===== config.mk =====
export PLATFORM = sky130hd
export DESIGN_NAME = ptgd_queue
export DESIGN_NICKNAME = d
export VERILOG_FILES = /design/src/rtl/core/ptgd_queue.sv
export SDC_FILE = /design/constraint.sdc
export NUM_CORES = 1
export LEC_CHECK = 0
export BUFFER_PORTS_ARGS = -buffer_cell sky130_fd_sc_hd__buf_2
export CAP_MARGIN = 20
export CORE_AREA = 2 2 39 41
export DETAILED_ROUTE_END_ITERATION = 10
export DIE_AREA = 0 0 41 43
export GPL_TIMING_DRIVEN = 1
export PLACE_DENSITY = 0.38
export SLEW_MARGIN = 5
export SYNTH_ARGS = -nofsm -noshare
export SYNTH_HDL_FRONTEND = slang
export SYNTH_SLANG_ARGS = --single-unit
export TNS_END_PERCENT = 1

===== constraint.sdc =====
create_clock -name clock -period 3.05 [get_ports clock]
set_clock_uncertainty 0.15 [all_clocks]
set_input_delay 0.4575 -clock clock [delete_from_list [all_inputs] [get_ports clock]]
set_output_delay 0.4575 -clock clock [all_outputs]
set_load 0.1 [all_outputs]

===== src/rtl/core/ptgd_queue.sv =====
// Two-entry queue between the front and back ends; push and pop in the same cycle.
// Depends on nothing but its width parameter.
`default_nettype none

module ptgd_queue #(
   parameter int unsigned EntryWidth = 1
) (
   input  wire logic                  clock,
   input  wire logic                  reset,
   input  wire logic                  push,
   input  wire logic [EntryWidth-1:0] push_entry,
   input  wire logic                  pop,
   output      logic                  not_empty,
   output      logic                  full,
   output      logic [EntryWidth-1:0] head_entry
);

   logic [EntryWidth-1:0] slot_ff [2];
   logic                  wr_ptr_ff, wr_ptr_in;
   logic                  rd_ptr_ff, rd_ptr_in;
   logic [1:0]            count_ff, count_in;

   assign not_empty  = count_ff != 2'd0;
   assign full       = count_ff == 2'd2;
   assign head_entry = slot_ff[rd_ptr_ff];

   always_comb begin
      wr_ptr_in = push ? !wr_ptr_ff : wr_ptr_ff;
      rd_ptr_in = pop ? !rd_ptr_ff : rd_ptr_ff;
      count_in  = count_ff + 2'(push) - 2'(pop);
   end

   always_ff @(posedge clock) begin
      if (reset) begin
         wr_ptr_ff <= 1'b0;
         rd_ptr_ff <= 1'b0;
         count_ff  <= 2'd0;
      end else begin
         wr_ptr_ff <= wr_ptr_in;
         rd_ptr_ff <= rd_ptr_in;
         count_ff  <= count_in;
      end
   end

   always_ff @(posedge clock) begin
      if (push) begin
         slot_ff[wr_ptr_ff] <= push_entry;
      end
   end

endmodule

`default_nettype wire


==> metrics.cfg, run 1 <==
[layout]
finalNetCount=43
final_cell_area_um2=372
fin_util_pct=26.9
antennaDiodeCount=0
multi_input_area_um2=123
area_delta_synth_final_pct=28.0
regArea_um2=160
n_fill_cell=150
stdcell_count=51
layout-drive-gt1-share_pct=31.4

[global_routing]
antenna_found_initial=0
grt_pass1_vias=165
grt_max_degree=6
grt_pass1_wl_um=621
grt_usage_pct=5.77
overflow=0

[yosys]
synthTopCellsByArea=dfxtp_1, edfxtp_1, ha_1
yosys-top-cells-count=dfxtp_1, nor2_1, nor2b_1
syn_nets=31
synth.top_cell.area_share_pct=34.5
synth-edff-count=2
ys_ff_latch=7
synth_area_um2=290
yosysWarnings=0
synth_most_common_cell=dfxtp_1
ys.flop_type=dfxtp_1
syn_area_per_cell_um2=12.1
synth_area_leader_cell=dfxtp_1
yosysUniqueCellTypes=11
synth-async-reset-ratio_pct=0
syn_inst=24
yosysSeqAreaShare_pct=55.2

[clocking]
cts_root_buf=clkbuf_4
insertion_delay_ps=250
cts_hold_buffers=0
clkSinkCount=7
clkTransAtPathRegs_ps=50
cts_max_level=1
cts_resized=0
cts_tree=yes
post-cts-setup-buffers=0
clockBufferDepth=2
numCtsBuffers=3

[worst_setup_path]
startpoint_type=flop
r2r_cells=6
r2r_setup_slack_ps=1550
cp_top_family=flip-flops
worst_setup_path_end_kind=output port
path_buf_inv=1
slowest_delay_ps=350
path_max_fanout=1
critical_path_class=reg2out
crit_arrival_ps=1170
crit_required_ps=2440
critPathSlowestCell=edfxtp_1
cp.depth=2
reg2reg_from=count_ff[0]$_SDFF_PP0_
crit_chain=mux2_1, buf_2
r2r_end=count_ff[1]$_SDFF_PP0_

[routing]
drt_first_pass_iters=1
viasPerCell=3.73
num_vias=190
detail-route-antenna-nets=0
drc_errors=0
drtIter0Drc=0
drt-wirelength-per-cell_um=7.90
routed_wl_um=403

[sta]
hold_viol=0
slew_headroom_pct=67.8
rsz0062_at_grt=false
drv_slew=0
fin_setup_tns_ps=0
worst_pin_slew_ps=486
fin_crit_sh_pct=58.4
timing.fmax_ghz=0.562
fin_crit_ps=1780
final-setup-viol-count=0

[power]
power.total_mw=0.315
powerDensity_mw_per_mm2=848
power_leakage_nw=0.170
ir_drop_uv=184

[floorplan]
row_count=14
start_util_pct=21.0
dieHeight_um=43
core_mm2=0.00138
ioPinCount=8
die_x_um=41
die-area_mm2=0.00176

[run]
drv_cap=0

[min_path]
min-delay-path-class=in2reg
min_to=slot_ff[1]$_DFFE_PP_
hold_depth=1
min-delay-start=push_entry

[status]
status=finished, final reports clean

[placed_design]
place_inst=47
gp_congestion=0.611
numPortBuffers=7
placed_area_um2=345

worst max path at each step:
stage                                       from                      to  slack, ps
after floorplan           count_ff[1]$_SDFF_PP0_                    full        740
after global placement                       pop  count_ff[1]$_SDFF_PP0_       1360
after detailed placement                     pop  count_ff[1]$_SDFF_PP0_       1320
after CTS                   slot_ff[1]$_DFFE_PP_              head_entry       1260
after global routing      count_ff[1]$_SDFF_PP0_                    full       1200
final                       slot_ff[1]$_DFFE_PP_              head_entry       1270
layout make-up:
class / instances / share of cell area (%)
Tap cell: 16 / 5.39
Clock buffer: 4 / 7.07
Inverter: 2 / 2.02
Multi-Input combinational cell: 15 / 33.0
Sequential cell: 7 / 43.1
Timing Repair Buffer: 7 / 9.43
per-stage QoR:
stage | setup WS, ps | hold slack (ps)
floorplan | 745 | 330
global placement | 1360 | 362
detailed placement | 1320 | 357
CTS | 1260 | 246
global route | 1200 | 245
finish | 1270 | 251
cells in the final DEF, fill, tap and decap left out:
cell and n:
buf_2 7, clkbuf_4 3, and2_1 1, xnor2_1 2
mux2_1 1, dfxtp_1 5, or2_2 1, clkbuf_1 1
nor2_1 4, nor2b_1 3, xnor3_1 1, ha_1 2
edfxtp_1 2, inv_1 2
worst register-to-register path, delay by kind of cell (launching register included):
| kind | cells | cell delay (ps) |
|---|---|---|
| xor+xnor | 1 | 370 |
| fa+ha+maj | 2 | 400 |
| buf+inv | 2 | 100 |
| flops | 1 | 340 |
| simple gates | 1 | 80 |
metal layers:
metal  global-route usage, %  routed length (µm)  up-vias  part of all wire [%]
met3                    3.66                  28        0                   6.9
met5                       0                   0        -                     0
li1                        -                   -       99                     -
met4                    6.00                   0        0                     0
met1                    6.60                 187       86                    46
met2                    6.56                 187        5                    46
where the power goes:
group          total [mW]  switching (mW)  leakage, nW  internal [mW]
clock              0.0820          0.0322       0.0150         0.0498
combinational       0.119          0.0853       0.0947         0.0333
sequential          0.115         0.00662       0.0604          0.108
logic make-up (layout without fill, tap and decap cells):
kind of cell               after synthesis  after routing  synth area share (%)
DFF                                      7              7                  55.2
adders and majority gates                2              2                  8.62
muxes                                    1              1                  3.88
and+or+nand+nor                          9              9                  16.0
xor gates and xnor gates                 3              3                  13.8
buffers and inverters                    2             13                  2.59
Power figures use the tool's default switching activity.
==> run 2: changes to the inputs <==
--- a/config.mk
+++ b/config.mk
@@ -5,13 +5,14 @@
 export SDC_FILE = /design/constraint.sdc
 export NUM_CORES = 1
 export LEC_CHECK = 0
+export ABC_AREA = 1
 export BUFFER_PORTS_ARGS = -buffer_cell sky130_fd_sc_hd__buf_2
 export CAP_MARGIN = 20
 export CORE_AREA = 2 2 39 41
 export DETAILED_ROUTE_END_ITERATION = 10
 export DIE_AREA = 0 0 41 43
 export GPL_TIMING_DRIVEN = 1
-export PLACE_DENSITY = 0.38
+export PLACE_DENSITY = 0.4
 export SLEW_MARGIN = 5
 export SYNTH_ARGS = -nofsm -noshare
 export SYNTH_HDL_FRONTEND = slang
==> constraint.sdc (replaced) <==
create_clock -name clock -period 1.55 [get_ports clock]
set_clock_uncertainty 0.15 [all_clocks]
set_input_delay 0.2325 -clock clock [delete_from_list [all_inputs] [get_ports clock]]
set_output_delay 0.2325 -clock clock [all_outputs]
set_load 0.1 [all_outputs]
==> metrics.cfg, run 2 <==
[status]
status=finished, final reports clean

[floorplan]
row_count=14  ; unchanged
die_x_um=41  ; unchanged
dieHeight_um=43  ; unchanged
ioPinCount=8  ; unchanged
start_util_pct=21.5  ; +0.54 points
core_mm2=0.00138  ; unchanged
die-area_mm2=0.00176  ; unchanged

[sta]
hold_viol=0  ; unchanged
finalHoldWorstSlack_ps=24.6  ; -227 ps
final-setup-viol-count=0  ; unchanged
drv_slew=0  ; unchanged
fin_setup_tns_ps=0  ; unchanged
slew_headroom_pct=86.7  ; +19 points
fin_crit_sh_pct=94.5
worst_pin_slew_ps=200  ; -286 ps
rsz0062_at_grt=false
timing.fmax_ghz=0.682
fin_crit_ps=1470

[routing]
num_vias=213  ; +12%
drc_errors=0  ; unchanged
routed_wl_um=415  ; +3.0%
drt_first_pass_iters=2  ; +1
detail-route-antenna-nets=0  ; unchanged
drtIter0Drc=3  ; +3
viasPerCell=3.49  ; -6.3%
drt-wirelength-per-cell_um=6.80  ; -14%

[global_routing]
grt_pass1_wl_um=717  ; +15%
use_met1_pct=9.15  ; +2.5 points
grt_pass1_vias=177  ; +7.3%
use_met2_pct=6.56  ; unchanged
met3_usage_pct=7.85  ; +4.2 points
grt.busiest_layer=met1
overflow=0  ; unchanged
grt_max_degree=6  ; unchanged
grt_usage_pct=6.46  ; +0.69 points
antenna_found_initial=0  ; unchanged

[clocking]
cts_root_buf=clkbuf_4
cts_tree=yes
clkTransAtPathRegs_ps=50  ; about the same
clockBufferDepth=2  ; unchanged
cts_max_level=1  ; unchanged
post-cts-setup-buffers=0  ; unchanged
insertion_delay_ps=240  ; about the same
numCtsBuffers=3  ; unchanged
clkSinkCount=7  ; unchanged
cts_hold_buffers=0  ; unchanged
cts_resized=1  ; +1

[layout]
final_cell_area_um2=418  ; +12%
multi_input_area_um2=110  ; -10%
final_cell_mix=inv_1, nor2_1, dfxtp_1, nand2_1, buf_2
area_delta_synth_final_pct=40.3
final_common_cell=inv_1
n_fill_cell=146  ; -2.7%
layout-drive-gt1-share_pct=31.1  ; -0.32 points
fin_util_pct=30.2  ; +3.3 points
antennaDiodeCount=0  ; unchanged
regArea_um2=160  ; unchanged
finalNetCount=53  ; +23%

[power]
ir_drop_uv=519  ; +180%
powerDensity_mw_per_mm2=1430  ; +68%
power.total_mw=0.597  ; +89%
power_leakage_nw=0.208  ; +22%

[yosys]
syn_nets=41  ; +32%
synth-edff-count=2  ; unchanged
synth_area_leader_cell=dfxtp_1
ys_ff_latch=7  ; unchanged
yosysUniqueCellTypes=13  ; +2
syn_inst=34  ; +42%
synth_area_um2=298  ; +2.6%
synthTopCellsByArea=dfxtp_1, edfxtp_1, inv_1
synth-async-reset-ratio_pct=0  ; unchanged
synth.top_cell.area_share_pct=33.6  ; -0.87 points
yosys-top-cells-count=inv_1, nor2_1, dfxtp_1, nand2_1
yosysSeqAreaShare_pct=53.8  ; -1.4 points
yosysWarnings=0  ; unchanged
syn_area_per_cell_um2=8.76  ; -28%
ys.flop_type=dfxtp_1

[placed_design]
place_hpwl_um=334
numPortBuffers=7  ; unchanged
placed_area_um2=385  ; +12%
gp_congestion=0.680  ; +11%

[worst_setup_path]
crit_required_ps=1170  ; -1270 ps
crit_arrival_ps=1080  ; -90 ps
path_max_fanout=1  ; unchanged
startpoint_type=flop
worst_setup_path_end_kind=output port
critical_path_class=reg2out

[run]
drv_cap=0  ; unchanged

[min_path]
min-delay-path-class=in2reg

-- run 2: cell type report --
type / count / share of cell area, %
Sequential cell: 7 / 38.3
Timing Repair Buffer: 7 / 17.1
Clock buffer: 4 / 6.29
Multi-Input combinational cell: 19 / 26.3
Tap cell: 16 / 4.79
Inverter: 8 / 7.19
-- run 2: path summary, 6_finish.rpt --
check,start,to,slack [ps],depth (start not counted)
min,push_entry,slot_ff[0]$_DFFE_PP_,20,1
max reg2reg,count_ff[0]$_SDFF_PP0_,count_ff[1]$_SDFF_PP0_,240,6
max,flop,head_entry,80,2
min reg2reg,rd_ptr_ff$_SDFFE_PP0P_,flop,360,2
-- run 2: worst max-delay path: stages (launching register included) --
cell and delay [ps]:
dfxtp_1 320, mux2_2 340, buf_6 180
-- run 2: through the flow --
stage / instances / setup WS [ps]
2_1_floorplan: 34 / 19.4
3_3_place_gp: 57 / 247
3_5_place_dp: 57 / 246
4_1_cts: 61 / 33.4
5_1_grt: 61 / 37.9
6_report: 61 / 84.7
-- run 2: kinds of logic after synthesis --
logic type / Yosys count / share of synthesized area [%]
simple gates: 14 / 19.3
buf+inv: 8 / 10.1
flops: 7 / 53.8
fa+ha+maj: 2 / 8.40
compound gates: 1 / 1.68
xor+xnor: 1 / 2.94
mux: 1 / 3.78
-- run 2: layer usage --
metal,vias up,wire [µm],share of wire [%]
met5,-,0,0
met1,82,213,51
met4,0,0,0
li1,124,-,-
met2,7,169,41
met3,0,32,7.7
-- run 2: report_power, final --
group / total, mW / switching [mW] / internal, mW
logic: 0.219 / 0.144 / 0.0748
clock network: 0.161 / 0.0627 / 0.0980
registers: 0.217 / 0.00952 / 0.208
