--- config.mk ---
export PLATFORM = sky130hd
export DESIGN_NAME = ptgd_back
export DESIGN_NICKNAME = d
export VERILOG_FILES = /design/src/rtl/core/ptgd_pkg.sv /design/src/rtl/core/ptgd_back.sv
export SDC_FILE = /design/constraint.sdc
export NUM_CORES = 1
export LEC_CHECK = 0
export ABC_CLOCK_PERIOD_IN_PS = 1600
export BUFFER_PORTS_ARGS = -buffer_cell sky130_fd_sc_hd__buf_2
export CAP_MARGIN = 5
export CORE_MARGIN = 5
export CORE_UTILIZATION = 40
export CTS_BUF_LIST = sky130_fd_sc_hd__clkbuf_4
export DETAILED_ROUTE_END_ITERATION = 8
export HOLD_SLACK_MARGIN = 0.1
export PLACE_DENSITY = 0.65
export SETUP_SLACK_MARGIN = 0.3
export SLEW_MARGIN = 20
export SYNTH_ARGS = -nofsm -noshare
export SYNTH_HDL_FRONTEND = slang
export SYNTH_SLANG_ARGS = --single-unit
--- constraint.sdc ---
create_clock -name clock -period 1.6 [get_ports clock]
set_input_delay 0.32 -clock clock [delete_from_list [all_inputs] [get_ports clock]]
set_output_delay 0.32 -clock clock [all_outputs]
set_load 0.1 [all_outputs]
--- src/rtl/core/ptgd_pkg.sv ---
// Shared types, constants and the duty table builder for the temporal gray dither.
// No dependencies; used by ptgd_front, ptgd_back and the top level under rtl/core.
`default_nettype none

package ptgd_pkg;

   localparam int unsigned X_W       = 7;
   localparam int unsigned Y_W       = 6;
   localparam int unsigned LEVEL_W   = 3;
   localparam int unsigned PROFILE_W = 2;
   localparam int unsigned PHASE_W   = 6;
   localparam int unsigned PAGE_W    = 3;
   localparam int unsigned LEVELS    = 8;
   localparam int unsigned PROFILES  = 4;

   localparam int unsigned DISPLAY_WIDTH_DEF  = 128;
   localparam int unsigned DISPLAY_HEIGHT_DEF = 64;
   localparam int unsigned PHASE_COUNT_DEF    = 56;

   localparam int unsigned SEED_X_MUL  = 7;
   localparam int unsigned SEED_Y_MUL  = 11;
   localparam int unsigned SEED_OFFSET = 3;

   localparam int unsigned DUTY_ROUND   = 50;
   localparam int unsigned PERCENT_FULL = 100;

   localparam logic [PROFILE_W-1:0] PROFILE_LINEAR = 2'd0;
   localparam logic [PROFILE_W-1:0] PROFILE_BOOST  = 2'd1;
   localparam logic [PROFILE_W-1:0] PROFILE_TUNED  = 2'd2;

   localparam logic [LEVEL_W-1:0] LEVEL_WHITE = 3'd0;
   localparam logic [LEVEL_W-1:0] LEVEL_BLACK = 3'd7;

   localparam logic [Y_W-1:0] STATUS_ROWS = 6'd8;

   localparam int unsigned CURVE_LIN   [LEVELS] = '{0, 14, 29, 43, 57, 71, 86, 100};
   localparam int unsigned CURVE_BOOST [LEVELS] = '{0, 22, 36, 50, 64, 79, 90, 100};
   localparam int unsigned CURVE_TUNED [LEVELS] = '{0, 13, 25, 38, 50, 63, 88, 100};

   typedef logic [PROFILES-1:0][LEVELS-1:0][PHASE_W-1:0] duty_table_type;

   typedef struct packed {
      logic              to_status_line;
      logic [PAGE_W-1:0] page_index;
      logic [2:0]        bit_index;
      logic [X_W-1:0]    column_out;
   } info_type;

   // Elaboration-time table: duty = (pct * pc + 50) / 100, ends forced.
   function automatic duty_table_type build_duty_table(input int unsigned pc);
      duty_table_type t;
      int unsigned    pct;
      t = '0;
      for (int p = 0; p < PROFILES; p++) begin
         for (int l = 0; l < LEVELS; l++) begin
            if (PROFILE_W'(p) == PROFILE_LINEAR) begin
               pct = CURVE_LIN[l];
            end else if (PROFILE_W'(p) == PROFILE_TUNED) begin
               pct = CURVE_TUNED[l];
            end else begin
               pct = CURVE_BOOST[l];
            end
            if (LEVEL_W'(l) == LEVEL_WHITE) begin
               t[p][l] = '0;
            end else if (LEVEL_W'(l) == LEVEL_BLACK) begin
               t[p][l] = PHASE_W'(pc);
            end else begin
               t[p][l] = PHASE_W'((pct * pc + DUTY_ROUND) / PERCENT_FULL);
            end
         end
      end
      return t;
   endfunction

endpackage

`default_nettype wire

--- src/rtl/core/ptgd_back.sv ---
// Back end: seeds the accumulator memory after reset, then does the read-add-wrap-write
// per pixel with one-deep forwarding and drives the response register. Depends on ptgd_pkg.
`default_nettype none

module ptgd_back #(
   parameter int unsigned DisplayWidth  = ptgd_pkg::DISPLAY_WIDTH_DEF,
   parameter int unsigned DisplayHeight = ptgd_pkg::DISPLAY_HEIGHT_DEF,
   parameter int unsigned PhaseCount    = ptgd_pkg::PHASE_COUNT_DEF,
   parameter int unsigned EntryWidth    = 1
) (
   input  wire logic                         clock,
   input  wire logic                         reset,
   input  wire logic                         queue_not_empty,
   input  wire logic [EntryWidth-1:0]        head_entry,
   output      logic                         pop,
   output      logic                         clear_busy,
   output      logic                         rsp_valid,
   input  wire logic                         rsp_ready,
   output      logic                         rsp_pixel_on,
   output      logic                         rsp_to_status_line,
   output      logic [ptgd_pkg::PAGE_W-1:0]  rsp_page_index,
   output      logic [2:0]                   rsp_bit_index,
   output      logic [ptgd_pkg::X_W-1:0]     rsp_column_out
);

   localparam int unsigned Depth = DisplayWidth * DisplayHeight;
   localparam int unsigned AddrW = $clog2(Depth);
   localparam int unsigned XW    = $clog2(DisplayWidth);
   localparam int unsigned YW    = $clog2(DisplayHeight);
   localparam int unsigned PW    = ptgd_pkg::PHASE_W;
   localparam int unsigned InfoW = $bits(ptgd_pkg::info_type);
   localparam logic [PW:0]   PC_W   = (PW + 1)'(PhaseCount);
   localparam logic [PW-1:0] STEP_X = PW'(ptgd_pkg::SEED_X_MUL % PhaseCount);
   localparam logic [PW-1:0] STEP_Y = PW'(ptgd_pkg::SEED_Y_MUL % PhaseCount);
   localparam logic [PW-1:0] SEED_0 = PW'(ptgd_pkg::SEED_OFFSET % PhaseCount);
   localparam logic [XW-1:0] X_LAST = XW'(DisplayWidth - 1);
   localparam logic [YW-1:0] Y_LAST = YW'(DisplayHeight - 1);

   // seeding pass
   logic             clr_busy_ff, clr_busy_in;
   logic [XW-1:0]    clr_x_ff, clr_x_in;
   logic [YW-1:0]    clr_y_ff, clr_y_in;
   logic [AddrW-1:0] clr_addr_ff, clr_addr_in;
   logic [PW-1:0]    seed_ff, seed_in;
   logic [PW-1:0]    row_seed_ff, row_seed_in;
   logic [PW:0]      seed_sum, row_sum;
   logic [PW-1:0]    seed_wrap, row_wrap;

   // head of queue
   logic [AddrW-1:0]         q_addr;
   logic                     q_in_range;

   // execute stage
   logic                     b_valid_ff, b_valid_in;
   logic [EntryWidth-1:0]    b_entry_ff;
   logic                     b_fwd_ff, b_fwd_in;
   logic [PW-1:0]            rd_data_ff;
   logic [AddrW-1:0]         b_addr;
   logic                     b_in_range;
   logic [PW-1:0]            b_duty;
   ptgd_pkg::info_type       b_info;
   logic                     b_retire;
   logic                     b_write;
   logic [PW-1:0]            acc_old;
   logic [PW:0]              acc_sum;
   logic                     acc_carry;
   logic [PW-1:0]            acc_new;

   // last accumulator write
   logic [AddrW-1:0]         wr_addr_ff;
   logic [PW-1:0]            wr_data_ff;

   // memory port
   logic [PW-1:0]            acc_mem [Depth];
   logic                     mem_we;
   logic [AddrW-1:0]         mem_wa;
   logic [PW-1:0]            mem_wd;

   // response register
   logic                     rsp_valid_ff, rsp_valid_in;
   logic                     rsp_on_ff;
   ptgd_pkg::info_type       rsp_info_ff;

   assign clear_busy = clr_busy_ff;

   always_comb begin
      seed_sum  = {1'b0, seed_ff} + {1'b0, STEP_X};
      seed_wrap = (seed_sum >= PC_W) ? PW'(seed_sum - PC_W) : PW'(seed_sum);
      row_sum   = {1'b0, row_seed_ff} + {1'b0, STEP_Y};
      row_wrap  = (row_sum >= PC_W) ? PW'(row_sum - PC_W) : PW'(row_sum);

      clr_busy_in = clr_busy_ff;
      clr_x_in    = clr_x_ff;
      clr_y_in    = clr_y_ff;
      clr_addr_in = clr_addr_ff;
      seed_in     = seed_ff;
      row_seed_in = row_seed_ff;
      if (clr_busy_ff) begin
         clr_addr_in = clr_addr_ff + 1'b1;
         if (clr_x_ff == X_LAST) begin
            clr_x_in    = '0;
            clr_y_in    = clr_y_ff + 1'b1;
            row_seed_in = row_wrap;
            seed_in     = row_wrap;
            if (clr_y_ff == Y_LAST) begin
               clr_busy_in = 1'b0;
            end
         end else begin
            clr_x_in = clr_x_ff + 1'b1;
            seed_in  = seed_wrap;
         end
      end
   end

   always_ff @(posedge clock) begin
      if (reset) begin
         clr_busy_ff <= 1'b1;
         clr_x_ff    <= '0;
         clr_y_ff    <= '0;
         clr_addr_ff <= '0;
         seed_ff     <= SEED_0;
         row_seed_ff <= SEED_0;
      end else begin
         clr_busy_ff <= clr_busy_in;
         clr_x_ff    <= clr_x_in;
         clr_y_ff    <= clr_y_in;
         clr_addr_ff <= clr_addr_in;
         seed_ff     <= seed_in;
         row_seed_ff <= row_seed_in;
      end
   end

   always_comb begin
      q_addr     = head_entry[EntryWidth-1 -: AddrW];
      q_in_range = head_entry[PW + InfoW];
      b_addr     = b_entry_ff[EntryWidth-1 -: AddrW];
      b_in_range = b_entry_ff[PW + InfoW];
      b_duty     = b_entry_ff[InfoW +: PW];
      b_info     = b_entry_ff[InfoW-1:0];

      b_retire = b_valid_ff && (!rsp_valid_ff || rsp_ready);
      b_write  = b_retire && b_in_range;
      pop      = queue_not_empty && !clr_busy_ff && (!b_valid_ff || b_retire);
      b_fwd_in = b_write && q_in_range && (q_addr == b_addr);

      b_valid_in   = pop ? 1'b1 : (b_retire ? 1'b0 : b_valid_ff);
      rsp_valid_in = b_retire ? 1'b1 : (rsp_ready ? 1'b0 : rsp_valid_ff);

      acc_old   = b_fwd_ff ? wr_data_ff : rd_data_ff;
      acc_sum   = {1'b0, acc_old} + {1'b0, b_duty};
      acc_carry = acc_sum >= PC_W;
      acc_new   = acc_carry ? PW'(acc_sum - PC_W) : PW'(acc_sum);

      mem_we = clr_busy_ff || b_write;
      mem_wa = clr_busy_ff ? clr_addr_ff : b_addr;
      mem_wd = clr_busy_ff ? seed_ff : acc_new;
   end

   always_ff @(posedge clock) begin
      if (mem_we) begin
         acc_mem[mem_wa] <= mem_wd;
      end
      if (pop) begin
         rd_data_ff <= acc_mem[q_addr];
      end
   end

   always_ff @(posedge clock) begin
      if (reset) begin
         b_valid_ff   <= 1'b0;
         rsp_valid_ff <= 1'b0;
      end else begin
         b_valid_ff   <= b_valid_in;
         rsp_valid_ff <= rsp_valid_in;
      end
   end

   always_ff @(posedge clock) begin
      if (pop) begin
         b_entry_ff <= head_entry;
         b_fwd_ff   <= b_fwd_in;
      end
      if (b_write) begin
         wr_addr_ff <= b_addr;
         wr_data_ff <= acc_new;
      end
      if (b_retire) begin
         rsp_on_ff   <= b_in_range && acc_carry;
         rsp_info_ff <= b_info;
      end
   end

   assign rsp_valid          = rsp_valid_ff;
   assign rsp_pixel_on       = rsp_on_ff;
   assign rsp_to_status_line = rsp_info_ff.to_status_line;
   assign rsp_page_index     = rsp_info_ff.page_index;
   assign rsp_bit_index      = rsp_info_ff.bit_index;
   assign rsp_column_out     = rsp_info_ff.column_out;

   a_clear_quiet: assert property (@(posedge clock) disable iff (reset)
      clr_busy_ff |-> (!b_valid_ff && !rsp_valid_ff))
      else $error("pixel in flight during seeding pass");

   a_acc_bound: assert property (@(posedge clock) disable iff (reset)
      b_write |-> (acc_new < PW'(PhaseCount)))
      else $error("accumulator write out of phase range");

   a_fwd_match: assert property (@(posedge clock) disable iff (reset)
      (b_valid_ff && b_fwd_ff) |-> (wr_addr_ff == b_addr))
      else $error("forwarded accumulator from another address");

   a_fwd_source: assert property (@(posedge clock) disable iff (reset)
      (pop && b_fwd_in) |=> (b_fwd_ff && $past(b_write)))
      else $error("forward flag without preceding write");

endmodule

`default_nettype wire

==> flow_summary.ini <==
[logic_synthesis]
synth_cells = 102
syn-cell-area_um2 = 913.4
yosys-top-cells-area = dfxtp_1 35%, buf_4 12%, edfxtp_1 6.6%
yosysWarnings = 0
synth.most_common_cell = dfxtp_1
synth_edf_count = 2
synth_top_area_cell = dfxtp_1
synthArstFlopShare_pct = 0
synth-seq-cells = 18
seq_area_frac_synth_pct = 41.64
synth_area_per_cell_um2 = 8.955
ys_top_cells_by_count = 16 x dfxtp_1, 15 x buf_4, 10 x a21oi_1, 7 x nor2_1
synth-main-ff-cell = dfxtp_1
yosysTopAreaCellShare_pct = 35.07
ys_types = 30

[global_route]
grt_pass1_vias = 665
grt_pass1_wl_um = 3015
antenna_found_initial = 0
grt.total_usage_pct = 11.92
grt_max_degree = 17
gr-total-overflow = 0

[layout]
nets = 129
areaGrowthSynthToFinish_pct = 30.55
multiInputGateArea_um2 = 575.6
fill_cells = 196
final_cells = 149
final_cell_area_um2 = 1192
fin_util_pct = 54.43
n_antenna_cell = 0
drive_above_1_share_pct = 41.32
seq_area_um2 = 401.6

[sta]
period_share_pct = 91.56
worst_hold_slack_ns = 0.2001
finalSetupViolCount = 0
period_needed_ns = 1.465
timing.final.hold_violations = 0
fin_ws_ns = 0.1351
drv_slew = 0
totalNegativeSetupSlack_ns = 0
fmax_ghz = 0.6826
worst_clock_skew_ns = 0.003506
rsz0062_at_grt = yes

[setup_path]
critPathMaxFanout = 3
cp_slowest_cell = dfxtp_4
slowest_delay_ns = 0.37
critPathKind = reg -> out
path_cells = nand2b_4 > a21oi_4 > buf_12
required_ns = 1.28
arrival_ns = 1.14
cp-end-kind = primary output
cp-startpoint = clear_busy
critPathLaunchType = flop
reg2reg_from = clr_x_ff[0]

[flow_run]
max_cap_viol_count = 0

[clocking]
insertion_delay_ns = 0.29
cts_tree = yes
clock-sinks = 18
cts_buffers = 3
h-tree-depth = 1
cts_root_buf = clkbuf_4
clockBufferDepth = 2
clk_pin_slew_ns = 0.10

[place]
portBuffers = 8
globalplace.congestion = 0.6963
dp_hpwl_um = 1211
placed_cells = 138
post-place-ws_ns = -0.005659
dpl_cell_area_um2 = 991.0

[power]
leakagePower_nw = 0.4868
p_per_area_nw_per_um2 = 759.9
finalPower_mw = 0.9061
irDropWorstVdd_uv = 421.1

[drt]
wl_um = 1919
drc = 0
vias = 730
antenna_left = 0
vias_per_cell = 4.899
post_drt_wl_per_cell_um = 12.88
dr.pass1.iters = 4
drt_iter0_markers = 9

[worst_hold_path]
hold_class = in -> reg
hold_start = head_entry

[die]
coreArea_um2 = 2191
dieArea_um2 = 3339
start_util_pct = 41.69
io-pin-count = 23
rows = 17
die_w_um = 57.79
die_h_um = 57.79

[status]
outcome = finished, final reports clean
## worst max-delay path: cells and delay by family (launching register included)
kind	cells	cell delay, ns
flops	1	0.37
buf+inv	1	0.19
simple gates	1	0.15
compound gates	1	0.15
## report_power, final
group	leakage, nW	internal (mW)	switching (mW)
registers	0.152	0.459	0.00953
logic	0.317	0.0196	0.165
clock network	0.0184	0.114	0.139
total	0.487	0.592	0.314
## kinds of logic after synthesis
| logic type | Yosys count | synth area share, % |
|---|---|---|
| multiplexers | 2 | 2.329 |
| XOR/XNOR | 3 | 2.877 |
| buffers and inverters | 19 | 14.79 |
| flip-flops | 18 | 41.64 |
| AND/OR/NAND/NOR | 37 | 22.74 |
| other | 1 | 0.4106 |
| AO/OA/AOI/OAI | 20 | 12.47 |
| adder cells (fa/ha/maj) | 2 | 2.739 |
## registers in the layout, summed over array words and instances, names as in the netlist
name            cells
clear_busy          1
rsp_valid           1
b_valid_ff          1
clr_y_ff            6
clr_x_ff            7
b_entry_ff          1
rsp_column_out      1
## worst paths after layout
| kind | to | slack [ns] | cells past startpoint |
|---|---|---|---|
| max | pop | 0.14 | 3 |
| min | b_entry_ff | 0.20 | 1 |
| max reg2reg | clr_y_ff[4] | 0.20 | 4 |
| min reg2reg | rsp_column_out[0] | 0.44 | 0 |
## cell usage in the layout, fill, tap and decap left out, types with 2 or more instances in the layout
master	instances
a21oi_1	6
a21oi_2	3
buf_2	5
buf_4	12
clkbuf_4	4
conb_1	14
dfxtp_1	7
dfxtp_2	5
dfxtp_4	4
edfxtp_1	2
nand2_1	6
nand2b_1	2
nand3_1	5
nand4_4	2
nor2_1	7
nor2b_1	3
o21ai_0	4
o31ai_1	2
or4_1	3
xor2_1	2
## final cells by class
type | instances | area share [%]
well taps | 28 | 2.938
multi-input cells | 79 | 48.27
clock buffers | 4 | 2.518
flip-flops and latches | 18 | 33.68
repair buffers | 19 | 12.28
inverters | 1 | 0.3148
## timing repair
action | 4_1_cts | 5_1_grt
setup buffers | 5 | 1
hold buffers | 0 | 0
pin swaps | 2 | 2
setup endpoints to repair | 11 | 12
cloned | 1 | 0
gates resized for setup | 12 | 19
## routing by layer
metal | GRT usage [%] | part of all wire (%) | vias up
met5 | 0 | 0 | -
li1 | - | - | 375
met1 | 13.67 | 43 | 335
met3 | 2.004 | 3.9 | 4
met4 | 8.278 | 2.4 | 0
met2 | 20.00 | 50 | 16
Power figures use the tool's default switching activity.
